==> config.mk <==
export PLATFORM = sky130hd
export DESIGN_NAME = mhv_ctrl
export DESIGN_NICKNAME = d
export VERILOG_FILES = /design/src/design/mhv_pkg.sv /design/src/design/mhv_ctrl.sv
export SDC_FILE = /design/constraint.sdc
export NUM_CORES = 1
export LEC_CHECK = 0
export ABC_AREA = 1
export BUFFER_PORTS_ARGS = -buffer_cell sky130_fd_sc_hd__buf_2
export CORE_AREA = 5 5 42 44
export CTS_CLUSTER_DIAMETER = 150
export DETAILED_ROUTE_END_ITERATION = 6
export DIE_AREA = 0 0 47 49
export SETUP_SLACK_MARGIN = 0.5
export SLEW_MARGIN = 20
export SYNTH_ARGS = -nofsm -noshare
export SYNTH_HDL_FRONTEND = slang
export SYNTH_SLANG_ARGS = --single-unit
==> constraint.sdc <==
create_clock -name clock -period 2.4 [get_ports clock]
set_input_delay 0.12 -clock clock [delete_from_list [all_inputs] [get_ports clock]]
set_output_delay 0.12 -clock clock [all_outputs]
set_load 0.02 [all_outputs]
==> src/design/mhv_pkg.sv <==
// shared types and codes for the mixed heat-bath / voter spin update block
`timescale 1ns / 1ps
`default_nettype none
package mhv_pkg;

   localparam int COORD_W = 6;
   localparam int RAND_W  = 16;
   localparam int COUP_W  = 16;
   localparam int PROB_W  = 17;

   localparam logic [1:0] REQ_WRITE  = 2'd0;
   localparam logic [1:0] REQ_UPDATE = 2'd1;
   localparam logic [1:0] REQ_READ   = 2'd2;

   localparam logic [1:0] DIR_RIGHT = 2'd0;
   localparam logic [1:0] DIR_UP    = 2'd1;
   localparam logic [1:0] DIR_LEFT  = 2'd2;
   localparam logic [1:0] DIR_DOWN  = 2'd3;

   localparam logic [1:0] RDSEL_SELF_UP   = 2'd0;
   localparam logic [1:0] RDSEL_DOWN_LEFT = 2'd1;
   localparam logic [1:0] RDSEL_RIGHT     = 2'd2;

   localparam logic [1:0] CAP_NONE      = 2'd0;
   localparam logic [1:0] CAP_SELF_UP   = 2'd1;
   localparam logic [1:0] CAP_DOWN_LEFT = 2'd2;
   localparam logic [1:0] CAP_RIGHT     = 2'd3;

   localparam logic [1:0] RSP_NONE   = 2'd0;
   localparam logic [1:0] RSP_WRITE  = 2'd1;
   localparam logic [1:0] RSP_READ   = 2'd2;
   localparam logic [1:0] RSP_UPDATE = 2'd3;

   typedef struct packed {
      logic       load;
      logic [1:0] rd_sel;
      logic [1:0] cap;
      logic [1:0] rsp;
   } mhv_cmd_type;

   typedef struct packed {
      logic is_update;
   } mhv_stat_type;

endpackage
`default_nettype wire

==> src/design/mhv_ctrl.sv <==
// sequencing state machine for site accesses
`timescale 1ns / 1ps
`default_nettype none
module mhv_ctrl (
   input  wire logic                  clock,
   input  wire logic                  reset,
   input  wire logic                  start,
   input  wire logic [1:0]            req_type,
   input  wire mhv_pkg::mhv_stat_type stat,
   output logic                       busy,
   output mhv_pkg::mhv_cmd_type       cmd
);
   import mhv_pkg::*;

   localparam logic [3:0] ST_IDLE  = 4'd0;
   localparam logic [3:0] ST_WRITE = 4'd1;
   localparam logic [3:0] ST_RD0   = 4'd2;
   localparam logic [3:0] ST_RDOUT = 4'd3;
   localparam logic [3:0] ST_RD1   = 4'd4;
   localparam logic [3:0] ST_RD2   = 4'd5;
   localparam logic [3:0] ST_RD3   = 4'd6;
   localparam logic [3:0] ST_SUM   = 4'd7;
   localparam logic [3:0] ST_MUL1  = 4'd8;
   localparam logic [3:0] ST_MUL2  = 4'd9;
   localparam logic [3:0] ST_MUL3  = 4'd10;
   localparam logic [3:0] ST_DONE  = 4'd11;

   logic [3:0] state_ff;
   logic [3:0] state_in;

   assign busy = (state_ff != ST_IDLE);

   always_comb begin
      state_in   = state_ff;
      cmd.load   = 1'b0;
      cmd.rd_sel = RDSEL_SELF_UP;
      cmd.cap    = CAP_NONE;
      cmd.rsp    = RSP_NONE;
      case (state_ff)
         ST_IDLE: begin
            if (start) begin
               cmd.load = 1'b1;
               state_in = (req_type == REQ_WRITE) ? ST_WRITE : ST_RD0;
            end
         end
         ST_WRITE: begin
            cmd.rsp  = RSP_WRITE;
            state_in = ST_IDLE;
         end
         ST_RD0: begin
            cmd.rd_sel = RDSEL_SELF_UP;
            state_in   = stat.is_update ? ST_RD1 : ST_RDOUT;
         end
         ST_RDOUT: begin
            cmd.rsp  = RSP_READ;
            state_in = ST_IDLE;
         end
         ST_RD1: begin
            cmd.cap    = CAP_SELF_UP;
            cmd.rd_sel = RDSEL_DOWN_LEFT;
            state_in   = ST_RD2;
         end
         ST_RD2: begin
            cmd.cap    = CAP_DOWN_LEFT;
            cmd.rd_sel = RDSEL_RIGHT;
            state_in   = ST_RD3;
         end
         ST_RD3: begin
            cmd.cap  = CAP_RIGHT;
            state_in = ST_SUM;
         end
         ST_SUM:  state_in = ST_MUL1;
         ST_MUL1: state_in = ST_MUL2;
         ST_MUL2: state_in = ST_MUL3;
         ST_MUL3: state_in = ST_DONE;
         ST_DONE: begin
            cmd.rsp  = RSP_UPDATE;
            state_in = ST_IDLE;
         end
         default: state_in = ST_IDLE;
      endcase
   end

   always_ff @(posedge clock) begin
      if (reset) begin
         state_ff <= ST_IDLE;
      end else begin
         state_ff <= state_in;
      end
   end

endmodule
`default_nettype wire

==> results of run 1 <==
==> metal layers <==
layer | global-route usage [%] | up-vias | wire, um
met2 | 9.05 | 11 | 320
met1 | 8.32 | 143 | 362
met3 | 4.43 | 2 | 73
met5 | 0 | - | 0
met4 | 6.91 | 0 | 11
li1 | - | 208 | -
==> cell families after synthesis <==
logic type             count (synthesis)  share of synthesized area [%]
AOI/OAI and AO/OA                      5                           7.97
buffers and inverters                  9                           12.0
DFF                                    4                           25.5
and+or+nand+nor                       40                           54.6
==> per-stage QoR <==
stage / util (%) / power [mW]
CTS: 29.6 / 0.321
detailed placement: 27.9 / 0.231
global placement: 27.9 / 0.230
global route: 29.6 / 0.344
finish: 29.6 / 0.314
floorplan: - / 0.196
==> path summary, 6_finish.rpt <==
| path | depth (start not counted) | slack [ns] | start | end |
|---|---|---|---|---|
| max | 3 | 0.99 | state_ff[0] | cmd[0] |
| min | 2 | 0.08 | reset | state_ff[2] |
| max reg2reg | 7 | 1.31 | state_ff[0] | state_ff[1] |
| min reg2reg | 2 | 0.56 | state_ff[2] | state_ff[2] |
==> cell type report <==
| cell class | count | area (um^2) | area share (%) |
|---|---|---|---|
| Clock buffer | 3 | 22.5 | 5.44 |
| Inverter | 8 | 30.0 | 7.25 |
| Multi-Input combinational cell | 45 | 196 | 47.4 |
| Sequential cell | 4 | 80.1 | 19.3 |
| Tap cell | 16 | 20.0 | 4.83 |
| Timing Repair Buffer | 13 | 65.1 | 15.7 |
==> placed cells by master (no fill, tap or decap), drive strengths merged <==
| cell type | n |
|---|---|
| nor3 | 1 |
| o21ai | 1 |
| dfxtp | 4 |
| clkbuf | 3 |
| nor2 | 16 |
| nand3 | 6 |
| nand2 | 17 |
| inv | 8 |
| a21oi | 4 |
| buf | 13 |
==> power groups by stage <==
| stage | Combinational [mW] | Sequential, mW | Clock, mW |
|---|---|---|---|
| after global placement | 0.136 | 0.0936 | 0 |
| after detailed placement | 0.136 | 0.0949 | 0 |
| final | 0.135 | 0.0944 | 0.0840 |
| after global routing | 0.151 | 0.0957 | 0.0968 |
| after CTS | 0.137 | 0.0939 | 0.0898 |
| after floorplan | 0.110 | 0.0862 | 0 |
==> impl_results.rst, run 1 <==
.. list-table::
   :header-rows: 1

   * - Metric
     - Value
   * - Maximum clock frequency
     - around 700 MHz
   * - Crit-path cells
     - nand2_1 > o21ai_0 > buf_2
   * - Largest registers
     - state_ff: 4 flops
   * - Overall Global Routing Usage
     - 7.38%
   * - Die Height
     - 49 um
   * - Worst-path maximum fanout
     - 11
   * - FFs w/ async S/R, synth
     - 0%
   * - Element type at the critical path end
     - output port
   * - Headroom to the max-slew limit
     - between 70 and 80%
   * - Worst-case setup slack after placement
     - 1.24 ns
   * - Area fraction of the dominant cell type after synthesis
     - 25.5%
   * - Synth Cell Area
     - approximately 310 um^2
   * - Combinational share of power
     - 43.2%
   * - Count of filler cells inserted in the layout
     - 172
   * - Number of port buffers
     - 13
   * - Period minus WS final
     - 1.41 ns
   * - Routed vias/inst
     - 4.09
   * - Prevailing post-synth register cell
     - sky130_fd_sc_hd__dfxtp_1
   * - Final setup slack of the worst path
     - 0.993 ns
   * - Post-Route Setup TNS
     - 0 ns
   * - Layout Cell Area excl Fill
     - 414 um^2
   * - List of most frequent post-synthesis cells
     - sky130_fd_sc_hd__nand2_1, sky130_fd_sc_hd__nor2_1, sky130_fd_sc_hd__inv_1, sky130_fd_sc_hd__nand3_1
   * - Switching fraction of total power
     - 43.2%
   * - Clock tree from TritonCTS
     - yes
   * - Count of non-filler cells in the finished layout
     - 89
   * - Endpoints failing hold
     - 0
   * - Number of unique standard cell types used by synthesis
     - 12
   * - Final HPWL from detailed placement
     - 617 um
   * - Chip Width
     - 47 um
   * - Mean instance size in the synthesized netlist
     - roughly 5.4 um^2
   * - Count of clock tree sinks
     - 4
   * - Net switching power
     - between 0.1 and 0.15 mW
   * - Post-synthesis sequential element count
     - 4
   * - Initial Util
     - 22.4%
   * - Worst Setup Start Kind
     - flop
   * - Clock tree skew after final layout
     - ~0.0018 ns
   * - Slowest library cell on the worst path
     - sky130_fd_sc_hd__dfxtp_1
   * - Pin count of the biggest net entering global routing
     - 12
   * - Congestion Overflow GR
     - 0
   * - Clock share of power
     - 26.8%
   * - Most instantiated library cell after synthesis
     - sky130_fd_sc_hd__nand2_1
   * - Number of detailed-routing iterations run before antenna repair
     - 2
   * - Post-route DRC violation count
     - 0
   * - Largest buffer count on any clock path
     - 2
   * - Unrepaired setup endpoints after global routing
     - false
   * - First-iteration detailed-routing DRC count
     - 6
   * - DRT Wirelength
     - 768 um
   * - Number of antenna violations at the first check in global routing
     - 0
   * - Final Hold Slack
     - 0.0771 ns
   * - Maximum level of the CTS H-tree
     - 1
   * - Count of hold-fix buffers inserted at cts
     - 0
   * - Max reg flops
     - 4
   * - Cell area reported after detailed placement
     - 392 um^2
   * - DP Cell Count
     - 86
   * - Kind of critical path
     - flop to output port
   * - CTS clk-pin slew, worst paths
     - 0.04 ns
   * - ANT nets after route
     - 0
   * - Per-cell routed wire length
     - 8.63 um
   * - Maximum ir drop on the vdd rail
     - between 0.0003 and 0.0004 V
   * - Max-Cap Viols
     - 0
   * - Slew at the pin closest to its max-slew limit
     - 0.363 ns
   * - Power Dens Cells
     - 758 nW/um^2
   * - Layout overhead on the synthesized area
     - 31.9%
   * - Num CTS Buffers
     - 3
   * - Core outline area
     - roughly 1400 um^2
   * - Diode count
     - 0
   * - Pleak
     - 0.235 nW
   * - Largest register by flop count
     - state_ff
   * - Bufs and invs on worst path
     - 1
   * - Final setup vio count
     - 0
   * - Number of vias in the routed layout
     - about 360
   * - Top Ports
     - 14
   * - Relative contribution of sequential cells to total power
     - 30.1%
   * - Class of the tightest hold or removal check
     - input port to flop
   * - Internal power contribution
     - 0.178 mW
   * - Routability-driven placement congestion ratio
     - roughly 0.8
   * - Total number of yosys warnings
     - 0
   * - Tcrit/Tclk final
     - ~59%
   * - Top area cells in the synthesized netlist
     - sky130_fd_sc_hd__dfxtp_1, sky130_fd_sc_hd__nand2_1, sky130_fd_sc_hd__nor2_1, sky130_fd_sc_hd__nand3_1, sky130_fd_sc_hd__inv_1
   * - Placement row count
     - 14
   * - Post-CTS sizing
     - 0
   * - Global-route wire length before repair
     - 1140 um
   * - Count of pins over their slew limit
     - 0
   * - Number of enable-type register cells in the synthesized netlist
     - 0
   * - Required time at the worst-slack endpoint
     - 2.28 ns
   * - Cells after synthesis
     - 58
   * - Syn Nets
     - 64
   * - Postcts setup bufs
     - 0
   * - Register area share after synthesis
     - 25.5%
   * - Clock latency on the worst-skew pair
     - about 0.24 ns
   * - Total die area
     - 2300 um^2
   * - Cell at the root of the clock tree
     - sky130_fd_sc_hd__clkbuf_4
   * - Outcome
     - completed
   * - Crit path arrival time
     - 1.29 ns
   * - CP top delay family
     - flip-flops
   * - Net count, final
     - 81
   * - Stage delay of the slowest cell on the critical path
     - about 0.53 ns
   * - Via count of the first global-routing pass
     - about 290
   * - Share of final-layout standard cells stronger than drive strength 1
     - a little under a third
   * - Area leader, netlist
     - sky130_fd_sc_hd__dfxtp_1
Power figures use the tool's default switching activity.
==> run 2: changes to the inputs <==
- ABC_AREA: 1 -> 0
- clock period: 2.4 -> 1.3 ns (I/O delays scaled with it)
==> impl_results.rst, run 2 <==
.. list-table::
   :header-rows: 1

   * - Metric
     - Value
   * - Flip-flop and latch area
     - 92.6 um^2 (+16%)
   * - Reg-to-reg slack, setup
     - 0.08 ns (-1.23 ns)
   * - Post-Route Setup TNS
     - 0 ns (unchanged)
   * - Switching fraction of total power
     - 32.7% (-11 points)
   * - Maximum clock frequency
     - 812 MHz
   * - FFs w/ async S/R, synth
     - 0% (unchanged)
   * - Num CTS Buffers
     - 3 (unchanged)
   * - Die Height
     - 49 um (unchanged)
   * - Synth Cell Area
     - 338 um^2 (+7.6%)
   * - Beginning of the critical path
     - state_ff[1]
   * - Share of final-layout standard cells stronger than drive strength 1
     - 77.9% (+46 points)
   * - Unrepaired setup endpoints after global routing
     - true
   * - Register area share after synthesis
     - 23.7% (-1.8 points)
   * - Count of hold-fix buffers inserted at cts
     - 0 (unchanged)
   * - Overall Global Routing Usage
     - 9.99% (+2.6 points)
   * - Required time at the worst-slack endpoint
     - 1.24 ns (-1.04 ns)
   * - Final setup vio count
     - 0 (unchanged)
   * - Clock tree from TritonCTS
     - yes
   * - Max-Cap Viols
     - 0 (unchanged)
   * - Prevailing post-synth register cell
     - sky130_fd_sc_hd__dfxtp_1
   * - Post-route DRC violation count
     - 0 (unchanged)
   * - Final HPWL from detailed placement
     - 623 um (+0.96%)
   * - Clock share of power
     - 28.0% (+1.2 points)
   * - Startpoint of the worst register-to-register path
     - state_ff[1]
   * - Cell at the root of the clock tree
     - sky130_fd_sc_hd__clkbuf_4
   * - Routability-driven placement congestion ratio
     - 0.775 (-0.95%)
   * - Total die area
     - 2300 um^2 (unchanged)
   * - Clock tree skew after final layout
     - 0.0112 ns (+0.00940 ns)
   * - Outcome
     - completed
   * - Mean instance size in the synthesized netlist
     - 8.66 um^2 (+60%)
   * - Post-synthesis sequential element count
     - 4 (unchanged)
   * - Count of pins over their slew limit
     - 0 (unchanged)
   * - Tcrit/Tclk final
     - between 90% and 100%
   * - Cells after synthesis
     - 39 (-33%)
   * - List of most frequent post-synthesis cells
     - sky130_fd_sc_hd__a21oi_1, sky130_fd_sc_hd__dfxtp_1
   * - Endpoints failing hold
     - 0 (unchanged)
   * - Relative contribution of sequential cells to total power
     - 24.6% (-5.5 points)
   * - Worst Min Path Start
     - reset
   * - Largest register by flop count
     - state_ff
   * - Max reg flops
     - 4 (unchanged)
   * - Initial Util
     - 24.1% (+1.7 points)
   * - Slew at the pin closest to its max-slew limit
     - 0.255 ns (-0.108 ns)
   * - Power Dens Cells
     - 805 nW/um^2 (+6.2%)
   * - CTS clk-pin slew, worst paths
     - 0.05 ns (about the same)
   * - Worst-path maximum fanout
     - 4 (-7)
   * - Global-route wire length before repair
     - 1680 um (+47%)
   * - Number of detailed-routing iterations run before antenna repair
     - 2 (unchanged)
   * - Leading cell type in the layout, fill and taps excluded
     - sky130_fd_sc_hd__buf_6
   * - Total power
     - 0.577 mW (+84%)
   * - Most used cells in the layout excluding fill and tap cells
     - sky130_fd_sc_hd__buf_6, sky130_fd_sc_hd__buf_4, sky130_fd_sc_hd__buf_2, sky130_fd_sc_hd__clkbuf_4, sky130_fd_sc_hd__dfxtp_4
   * - Count of clock tree sinks
     - 4 (unchanged)
   * - Maximum level of the CTS H-tree
     - 1 (unchanged)
   * - Cell area reported after detailed placement
     - 482 um^2 (+23%)
   * - Headroom to the max-slew limit
     - 82.7% (+6.9 points)
   * - Final Hold Slack
     - 0.00942 ns (-0.0677 ns)
   * - Net count, final
     - 76 (-6.2%)
   * - Maximum ir drop on the vdd rail
     - 0.000677 V (+100%)
   * - Chip Width
     - 47 um (unchanged)
   * - Routed vias/inst
     - 4.71 (+15%)
   * - Syn Nets
     - 45 (-30%)
   * - Pin count of the biggest net entering global routing
     - 9 (-3)
   * - Largest registers
     - state_ff: 4 flops
   * - Total area of multi-input combinational cells
     - 299 um^2 (+52%)
   * - Pleak
     - 0.316 nW (+35%)
   * - Largest buffer count on any clock path
     - 2 (unchanged)
   * - Class of the tightest hold or removal check
     - input port to flop
   * - Combinational share of power
     - 47.3% (+4.1 points)
   * - Top area cells in the synthesized netlist
     - sky130_fd_sc_hd__dfxtp_1, sky130_fd_sc_hd__nor4b_4, sky130_fd_sc_hd__a21oi_1, sky130_fd_sc_hd__a221oi_2, sky130_fd_sc_hd__buf_4
   * - Diode count
     - 0 (unchanged)
   * - Element type at the critical path end
     - output port
   * - Layout Cell Area excl Fill
     - 717 um^2 (+73%)
   * - Area leader, netlist
     - sky130_fd_sc_hd__dfxtp_1
   * - First-iteration detailed-routing DRC count
     - 3 (-3)
   * - Layout overhead on the synthesized area
     - 112%
   * - Congestion Overflow GR
     - 0 (unchanged)
   * - Period minus WS final
     - 1.23 ns
   * - Core outline area
     - 1400 um^2 (unchanged)
   * - Total number of yosys warnings
     - 0 (unchanged)
   * - Number of vias in the routed layout
     - 396 (+8.8%)
   * - Net switching power
     - 0.188 mW (+39%)
   * - Count of filler cells inserted in the layout
     - 132 (-23%)
   * - Number of enable-type register cells in the synthesized netlist
     - 0 (unchanged)
   * - Via count of the first global-routing pass
     - 389 (+36%)
   * - Placement row count
     - 14 (unchanged)
   * - DRT Wirelength
     - 1110 um (+45%)
   * - Top Ports
     - 14 (unchanged)
   * - ANT nets after route
     - 0 (unchanged)
   * - Number of port buffers
     - 13 (unchanged)
   * - Worst Setup Start Kind
     - flop
   * - Area fraction of the dominant cell type after synthesis
     - 23.7% (-1.8 points)
   * - Number of unique standard cell types used by synthesis
     - 26 (+14)
   * - Per-cell routed wire length
     - 13.2 um (+53%)
   * - Internal power contribution
     - 0.389 mW (+120%)
   * - Clock latency on the worst-skew pair
     - 0.24 ns (about the same)
   * - Kind of critical path
     - flop to output port
   * - Number of antenna violations at the first check in global routing
     - 0 (unchanged)
   * - Crit path arrival time
     - 1.17 ns (-0.12 ns)
-- run 2: layout make-up --
type | count | area share [%]
Clock buffer | 3 | 3.14
Multi-Input combinational cell | 31 | 41.7
Timing Repair Buffer | 30 | 39.4
Tap cell | 16 | 2.79
Sequential cell | 4 | 12.9
-- run 2: critical path, cell delays in order, from the launching register on --
cell and delay (ns):
sky130_fd_sc_hd__dfxtp_4 0.35, sky130_fd_sc_hd__buf_6 0.13, sky130_fd_sc_hd__nor2_4 0.14, sky130_fd_sc_hd__and3_4 0.19, sky130_fd_sc_hd__buf_6 0.11
-- run 2: power by group through the flow --
stage / registers, mW / clock network, mW / logic, mW
after floorplan: 0.141 / 0 / 0.135
after global placement: 0.150 / 0 / 0.162
after detailed placement: 0.150 / 0 / 0.161
after CTS: 0.142 / 0.163 / 0.255
after global routing: 0.143 / 0.179 / 0.290
final: 0.142 / 0.162 / 0.273
-- run 2: worst paths after layout --
kind	to	cells after the start
setup / recovery	cmd[6]	4
hold / removal	state_ff[3]	2
setup reg to reg	state_ff[2]	4
hold reg to reg	state_ff[3]	2
-- run 2: cell families (layout without fill, tap and decap cells) --
group	Yosys count	count (layout)	synth area share [%]
compound gates	12	12	27.0
buf+inv	4	33	9.26
flops	4	4	23.7
simple gates	18	18	37.4
xor+xnor	1	1	2.59
-- run 2: per-layer routing --
| metal | vias up | track usage, % | share of wire [%] | routed length (um) |
|---|---|---|---|---|
| met5 | - | 0 | 0 | 0 |
| met1 | 182 | 11.6 | 42 | 468 |
| met4 | 0 | 1.38 | 0 | 0 |
| li1 | 205 | - | - | - |
| met3 | 0 | 4.43 | 5.0 | 56 |
| met2 | 9 | 16.7 | 53 | 587 |
-- run 2: metrics by stage --
stage	util [%]	std cells	setup WS, ns
after CTS	48.4	83	0.0700
after floorplan	-	39	0.207
after detailed placement	34.4	70	0.144
after global routing	51.2	84	0.0233
after global placement	34.4	70	0.172
final	51.2	84	0.0684
-- run 2: repair_timing --
action	CTS	global route
pin swaps	14	3
endpoints found under the hold margin	0	0
setup buffers	10	1
endpoints found under the setup margin	12	12
resized for setup	28	4
==> run 3: changes to the inputs <==
==> constraint.sdc (replaced) <==
create_clock -name clock -period 1.52 [get_ports clock]
set_input_delay 0.152 -clock clock [delete_from_list [all_inputs] [get_ports clock]]
set_output_delay 0.152 -clock clock [all_outputs]
set_load 0.02 [all_outputs]
==> impl_results.rst, run 3 (same netlist as run 2, synthesis figures left out) <==
.. list-table::
   :header-rows: 1

   * - Metric
     - Value
   * - Outcome
     - completed
   * - Congestion Overflow GR
     - 0 (unchanged)
   * - Top Ports
     - 14 (unchanged)
   * - Number of antenna violations at the first check in global routing
     - 0 (unchanged)
   * - DRT Wirelength
     - 1020 um (-8.4%)
   * - Number of port buffers
     - 13 (unchanged)
   * - Worst Setup Start Kind
     - flop
   * - Largest registers
     - state_ff: 4 flops
   * - Element type at the critical path end
     - flop
   * - Overall Global Routing Usage
     - 10.0% (+0.014 points)
   * - Kind of critical path
     - flop to flop
   * - Class of the tightest hold or removal check
     - input port to flop
   * - Per-cell routed wire length
     - 12.6 um (-5.0%)
   * - Beginning of the critical path
     - state_ff[0]
   * - Most used cells in the layout excluding fill and tap cells
     - sky130_fd_sc_hd__buf_6, sky130_fd_sc_hd__buf_4, sky130_fd_sc_hd__buf_2, sky130_fd_sc_hd__dfxtp_4
   * - Startpoint of the worst register-to-register path
     - state_ff[0]
   * - ANT nets after route
     - 0 (unchanged)
   * - Core outline area
     - 1400 um^2 (unchanged)
   * - Endpoints failing hold
     - 0 (unchanged)
   * - Count of pins over their slew limit
     - 0 (unchanged)
   * - Cell area reported after detailed placement
     - 458 um^2 (-4.9%)
   * - CTS clk-pin slew, worst paths
     - 0.04 ns (about the same)
   * - Worst-path maximum fanout
     - 6 (+2)
   * - Largest register by flop count
     - state_ff
   * - Placement row count
     - 14 (unchanged)
   * - Die Height
     - 49 um (unchanged)
   * - Stage delay of the slowest cell on the critical path
     - 0.36 ns (about the same)
   * - Largest buffer count on any clock path
     - 2 (unchanged)
   * - Crit path arrival time
     - 1.44 ns (+0.27 ns)
   * - Via count of the first global-routing pass
     - 394 (+1.3%)
   * - Slowest library cell on the worst path
     - sky130_fd_sc_hd__dfxtp_4
   * - Count of non-filler cells in the finished layout
     - 81 (-3.6%)
   * - Final HPWL from detailed placement
     - 583 um (-6.5%)
   * - Maximum ir drop on the vdd rail
     - 0.000385 V (-43%)
   * - Maximum level of the CTS H-tree
     - 1 (unchanged)
   * - Count of clock tree sinks
     - 4 (unchanged)
   * - Period minus WS final
     - 1.30 ns
   * - Crit-path cells
     - buf_6 > o21bai_1 > a221oi_2 > nor4b_4
   * - Layout Cell Area excl Fill
     - 681 um^2 (-5.1%)
   * - Slew at the pin closest to its max-slew limit
     - 0.239 ns (-0.0164 ns)
   * - Diode count
     - 0 (unchanged)
   * - Clock tree from TritonCTS
     - yes
   * - Initial Util
     - 24.1% (unchanged)
   * - Cell at the root of the clock tree
     - sky130_fd_sc_hd__clkbuf_4
   * - Number of detailed-routing iterations run before antenna repair
     - 1 (-1)
   * - Worst Min Path Start
     - reset
   * - Total power
     - 0.456 mW (-21%)
   * - Headroom to the max-slew limit
     - 83.8% (+1.1 points)
   * - Max reg flops
     - 4 (unchanged)
   * - Clock latency on the worst-skew pair
     - 0.23 ns (about the same)
   * - Worst-case setup slack after placement
     - 0.226 ns (+0.0812 ns)
   * - Required time at the worst-slack endpoint
     - 1.66 ns (+0.42 ns)
   * - Unrepaired setup endpoints after global routing
     - true
   * - Worst Hold Path Cells
     - 2 (unchanged)
   * - Tcrit/Tclk final
     - between 80% and 90%
   * - Num CTS Buffers
     - 3 (unchanged)
   * - DP Cell Count
     - 65 (-7.1%)
   * - Maximum clock frequency
     - roughly 770 MHz
   * - Power Dens Cells
     - 670 nW/um^2 (-17%)
   * - Net count, final
     - 73 (-3.9%)
   * - Clock tree skew after final layout
     - 0.00185 ns (-0.00933 ns)
   * - Pin count of the biggest net entering global routing
     - 13 (+4)
   * - Share of final-layout standard cells stronger than drive strength 1
     - 76.9% (-1.0 points)
   * - Final setup slack of the worst path
     - 0.220 ns (+0.151 ns)
   * - Layout overhead on the synthesized area
     - 101%
   * - First-iteration detailed-routing DRC count
     - 0 (-3)
   * - Post-Route Setup TNS
     - 0 ns (unchanged)
   * - Total die area
     - 2300 um^2 (unchanged)
   * - Post-route DRC violation count
     - 0 (unchanged)
   * - R2r worst-path depth
     - 4 (unchanged)
   * - Max-Cap Viols
     - 0 (unchanged)
   * - Pleak
     - 0.295 nW (-6.5%)
   * - Number of vias in the routed layout
     - 395 (-0.25%)
   * - Global-route wire length before repair
     - 1650 um (-1.6%)
   * - Routed vias/inst
     - 4.88 (+3.4%)
   * - Routability-driven placement congestion ratio
     - 0.765 (-1.2%)
   * - Chip Width
     - 47 um (unchanged)
   * - Final setup vio count
     - 0 (unchanged)
## run 3: changes by cell type in the layout (fill, tap and decap cells not counted), sizes merged
cell / previous run / this run
buf: 30 / 27
## run 3: final cells by class
| type | instances | area, um^2 |
|---|---|---|
| Clock buffer | 3 | 22.5 |
| Fill cell | 141 | 721 |
| Multi-Input combinational cell | 31 | 312 |
| Sequential cell | 4 | 95.1 |
| Tap cell | 16 | 20.0 |
| Timing Repair Buffer | 27 | 231 |
## run 3: routing by layer
metal / share of wire, % / global-route usage [%] / vias up
met2: 62 / 17.6 / 4
met5: 0 / 0 / -
met4: 0 / 6.91 / 0
li1: - / - / 198
met1: 37 / 9.47 / 193
met3: 1.4 / 2.21 / 0
## run 3: critical path: cells and delay by family, from the launching register on
kind / cells / cell delay, ns
buffers and inverters: 1 / 0.13
and+or+nand+nor: 1 / 0.23
DFF: 1 / 0.36
AOI/OAI and AO/OA: 2 / 0.49
## run 3: report_power, final
group | internal [mW] | switching (mW) | total (mW)
clock network | 0.0880 | 0.0395 | 0.128
registers | 0.111 | 0.0190 | 0.130
logic | 0.109 | 0.0899 | 0.199
total | 0.308 | 0.148 | 0.456
## run 3: what timing repair did
| action | in CTS | in global routing |
|---|---|---|
| hold buffers | 0 | 0 |
| pin swaps | 6 | 6 |
| setup endpoints to repair | 12 | 12 |
| endpoints found under the hold margin | 0 | 0 |
| gates resized for setup | 20 | 14 |
| setup buffers | 11 | 2 |
## run 3: final timing paths
check	to	slack [ns]
worst max-delay path	state_ff[2]	0.22
worst min-delay path	state_ff[3]	0.10
worst max register to register	state_ff[2]	0.22
worst min register to register	state_ff[2]	0.57
## run 3: through the flow
step           hold WS [ns]  utilization [%]
2_1_floorplan         0.221                -
3_3_place_gp          0.344             32.7
3_5_place_dp          0.342             32.7
4_1_cts              0.0851             44.4
5_1_grt              0.0889             48.6
6_report              0.101             48.6
